### config.mk
export PLATFORM = sky130hd
export DESIGN_NAME = mieu_front
export DESIGN_NICKNAME = d
export VERILOG_FILES = /design/src/hdl/mieu_pkg.sv /design/src/hdl/mieu_front.sv
export SDC_FILE = /design/constraint.sdc
export NUM_CORES = 1
export LEC_CHECK = 0
export BUFFER_PORTS_ARGS = -buffer_cell sky130_fd_sc_hd__buf_2
export CAP_MARGIN = 10
export CORE_MARGIN = 1.5
export CORE_UTILIZATION = 30
export DETAILED_ROUTE_END_ITERATION = 8
export MAX_ROUTING_LAYER = met4
export SYNTH_ARGS = -nofsm -noshare
export SYNTH_HDL_FRONTEND = slang
export SYNTH_SLANG_ARGS = --single-unit
### constraint.sdc
create_clock -name clk -period 6.55 [get_ports clk]
set_input_delay 0.655 -clock clk [delete_from_list [all_inputs] [get_ports clk]]
set_output_delay 0.655 -clock clk [all_outputs]
set_load 0.02 [all_outputs]
### src/hdl/mieu_pkg.sv
`timescale 1ns / 1ps
// ----------------------------------------------------------------------------
// mieu_pkg
// Shared types and codes for the integer execute unit.
// ----------------------------------------------------------------------------
package mieu_pkg;

  typedef enum logic [4:0] {
    CMD_ADD   = 5'd0,  CMD_ADDU = 5'd1,  CMD_ADDI = 5'd2,  CMD_ADDIU = 5'd3,
    CMD_SUB   = 5'd4,  CMD_MULT = 5'd5,  CMD_DIV  = 5'd6,  CMD_AND   = 5'd7,
    CMD_OR    = 5'd8,  CMD_ORI  = 5'd9,  CMD_XOR  = 5'd10, CMD_SLL   = 5'd11,
    CMD_SRL   = 5'd12, CMD_LUI  = 5'd13, CMD_SLT  = 5'd14, CMD_MFHI  = 5'd15,
    CMD_MFLO  = 5'd16, CMD_B    = 5'd17, CMD_BEQ  = 5'd18, CMD_BNE   = 5'd19,
    CMD_BGTZ  = 5'd20, CMD_BLEZ = 5'd21, CMD_J    = 5'd22, CMD_JAL   = 5'd23,
    CMD_JR    = 5'd24
  } cmd_t;

  typedef enum logic [1:0] {
    ERR_NONE = 2'd0,
    ERR_OVF  = 2'd1,
    ERR_DIV0 = 2'd2
  } err_t;

  localparam logic [31:0] REGION_MASK = 32'hF000_0000;
  localparam logic [4:0]  LINK_REG    = 5'd31;

  // Decoded item handed from the front end to the back end.
  typedef struct packed {
    logic [4:0]  cmd;
    logic [4:0]  dest;
    logic [4:0]  src_a;
    logic [4:0]  src_b;
    logic [4:0]  shamt;
    logic [15:0] imm;
    logic [25:0] target;
    logic [31:0] pc;
    logic        is_mult;
    logic        is_div;
  } item_t;

  // One result item.
  typedef struct packed {
    logic        reg_write;
    logic [4:0]  reg_index;
    logic [31:0] reg_value;
    logic        pc_write;
    logic [31:0] pc_value;
    logic [1:0]  error;
  } result_t;

  typedef enum logic [2:0] {
    ST_IDLE,
    ST_MUL,
    ST_DIV,
    ST_DIVFIX,
    ST_OUT
  } bstate_t;

endpackage

### src/hdl/mieu_front.sv
`timescale 1ns / 1ps
// ----------------------------------------------------------------------------
// mieu_front
// Accepts items, classifies them and queues them for the back end.
// ----------------------------------------------------------------------------
module mieu_front #(
  parameter int QDepth = 2
) (
  input  logic              clk,
  input  logic              rst_n,
  input  logic              in_valid,
  output logic              in_stall,
  input  logic [4:0]        in_command,
  input  logic [4:0]        in_dest_reg,
  input  logic [4:0]        in_src_reg_a,
  input  logic [4:0]        in_src_reg_b,
  input  logic [4:0]        in_shift_amount,
  input  logic [15:0]       in_immediate,
  input  logic [25:0]       in_jump_target,
  input  logic [31:0]       in_pc,
  output logic              q_valid,
  output mieu_pkg::item_t   q_item,
  input  logic              q_pop
);
  import mieu_pkg::*;

  localparam int AW = (QDepth > 1) ? $clog2(QDepth) : 1;

  item_t          mem_r [QDepth];
  logic [AW-1:0]  wp_r, rp_r;
  logic [AW:0]    cnt_r;
  item_t          cls;
  logic           push;

  always_comb begin
    cls.cmd     = in_command;
    cls.dest    = in_dest_reg;
    cls.src_a   = in_src_reg_a;
    cls.src_b   = in_src_reg_b;
    cls.shamt   = in_shift_amount;
    cls.imm     = in_immediate;
    cls.target  = in_jump_target;
    cls.pc      = in_pc;
    cls.is_mult = (in_command == CMD_MULT);
    cls.is_div  = (in_command == CMD_DIV);
  end

  assign in_stall = (cnt_r == (AW+1)'(QDepth));
  assign push     = in_valid && !in_stall;
  assign q_valid  = (cnt_r != '0);
  assign q_item   = mem_r[rp_r];

  always_ff @(posedge clk) begin
    if (push) begin
      mem_r[wp_r] <= cls;
    end
  end

  always_ff @(posedge clk) begin
    if (!rst_n) begin
      wp_r  <= '0;
      rp_r  <= '0;
      cnt_r <= '0;
    end else begin
      if (push) begin
        wp_r <= (wp_r == AW'(QDepth - 1)) ? '0 : wp_r + 1'b1;
      end
      if (q_pop) begin
        rp_r <= (rp_r == AW'(QDepth - 1)) ? '0 : rp_r + 1'b1;
      end
      cnt_r <= cnt_r + (AW+1)'(push) - (AW+1)'(q_pop);
    end
  end

  assert property (@(posedge clk) disable iff (!rst_n) q_pop |-> q_valid)
    else $error("pop from empty queue");
  assert property (@(posedge clk) disable iff (!rst_n)
    cnt_r <= (AW+1)'(QDepth))
    else $error("queue count overflow");
  assert property (@(posedge clk) disable iff (!rst_n)
    (push && !q_pop) |=> (cnt_r == $past(cnt_r) + 1'b1))
    else $error("queue count missed a push");

endmodule

==> metrics <==
Final nets=673; peak supply drop=0.210 mV; Slew Viols, Final=0; Ports=206; multi-input logic area=1630 um^2; WL/cell=15.9 um; CP startpoint kind=register; Worst R2R Path Depth=3; port bufs=205; Via density=4.21; clk slew on worst S/H paths=0.06 ns; register area=6170 um^2; top_reg_cell synth=edfxtp_1; Final Core Density=0.382; Routed WL=14600 um; cts repair resizes=0; Die X=166 um; slew margin rel.=0.299; average cell area after synthesis=23.2 um^2; GPL Wtd Cong=0.730; Yosys top cell area share=0.759; RSZ-0062 raised after global routing=false; Residual DRC=26; Tcrit/Tclk final=0.445; post-synthesis cell count=344; Final ANT Viol Nets=0; Mapped Nets=449; Data arrival, critical path=2.26 ns; area of the core=26100 um^2; Post-synth EDFFs=202; grt total ovfl=0; Yosys cell types=20; Yosys top cell by area=edfxtp_1; setup_tns=0 ns; layout cells sized above 1=0.592; Critical Path RT=5.89 ns; clock sinks=207; first-pass GRT wire length=22400 um; most frequent cells after synthesis=edfxtp_1, mux2_4, mux2_2; total chip power=3.37 mW; Synth-to-Final Area Change=24.8%; via count=3869; FF+latch count, synth=207; minimum clock period=2.92 ns; Hold Path Class=in2reg; # hold bufs at CTS=0; Hold Violations, Final=0; antenna fix cells=0; Pleak=3.89 nW; final non-filler cell total=918; WS Path Type=reg2out; root buffer cell=clkbuf_16; Max Freq=0.343 GHz; pin count of the biggest net entering global routing=56; Max Cap Viol=0; count leader, synth=edfxtp_1; final setup violation count=0; PwrDens=338 nW/um^2; clock latency at the later pin of the worst-skew pair=0.50 ns; Rows=59; DRT iter0 DRCs=185; H-tree depth=1; placed cell count=878; initial core utilization=0.306; HPWL reported at the end of detailed placement=9750 um; Post-Syn Area=7990 um^2; failing checks=DRC; initial antenna violation count=0; Max FO, Critical Path=55; pre-CTS WS=3.91 ns; slack of the critical path=3.63 ns; WHS Path Cells=1; fillcell total=2450; total die area=27600 um^2; CTS max path bufs=3; status=finished, violations left; final hold slack=0.347 ns; post-CTS setup buffer count=0; first-pass detailed-route iteration total=6; vias in the first global route=4237; Die H=166 um; worst slew pin tran=1.05 ns; Setup Skew=0.0138 ns; synth top area cells=edfxtp_1, mux2_4, buf_12, mux2_2, dfxtp_1; critical path capture point type=output port; Design Area, Final=9970 um^2; Cell Area, Placed=9290 um^2; CTS buffer count=23; FFs w/ async S/R, synth=0; Synth Warn #=0; gr usage total=0.107; CTS tree=yes; sequential cell area fraction in the yosys report=0.772
==> power by group <==
part	internal [mW]	switching, mW
registers	1.62	0.0342
clock network	0.680	0.468
logic	0.240	0.330
==> flip-flops by register name, summed over array words and instances (netlist names), named ones only <==
name and count:
rp_r 1, mem_r 202, cnt_r 2, wp_r 1
==> logic make-up after synthesis <==
family,share of synthesized area
multiplexers,0.186
XOR/XNOR,0.00219
adder cells (fa/ha/maj),0.00313
AND/OR/NAND/NOR,0.0110
flip-flops,0.772
buffers and inverters,0.0260
==> layer usage <==
metal | GRT usage | share of wire | up-vias
met5 | - | 0 | -
met4 | 0.0283 | 0.026 | 0
met3 | 0.0305 | 0.065 | 27
met2 | 0.190 | 0.51 | 133
met1 | 0.117 | 0.40 | 1904
li1 | - | - | 1805
==> final timing paths <==
check / start / endpoint / slack (ns)
min reg2reg: rp_r / rp_r / 0.52
max: register / q_item[52] / 3.63
max reg2reg: cnt_r[0] / mem_r[1][98] / 4.22
min: in_pc[29] / mem_r[1][31] / 0.35
==> area by class of cell <==
class | count | area share
inverter | 3 | 0.00113
clock inverter | 12 | 0.00866
clock buffer | 28 | 0.0596
timing repair buffer | 210 | 0.107
sequential | 207 | 0.619
multi-input combinational | 123 | 0.163
tap | 335 | 0.0420
==> worst max-delay path, stage by stage, from the launching register on <==
cell and delay [ns]:
dfxtp_4 0.38, buf_4 0.75, mux2_4 0.37, buf_2 0.16
==> placed cells by master (no fill, tap or decap), drive strengths merged, types with 2 or more instances in the layout <==
master	instances
buf	210
edfxtp	202
mux2	101
clkbuf	28
clkinv	8
nor2	5
dfxtp	5
inv	3
nand2	3
clkinvlp	3
nand2b	2
nor3b	2
and2	2
ha	2
Power figures use the tool's default switching activity.
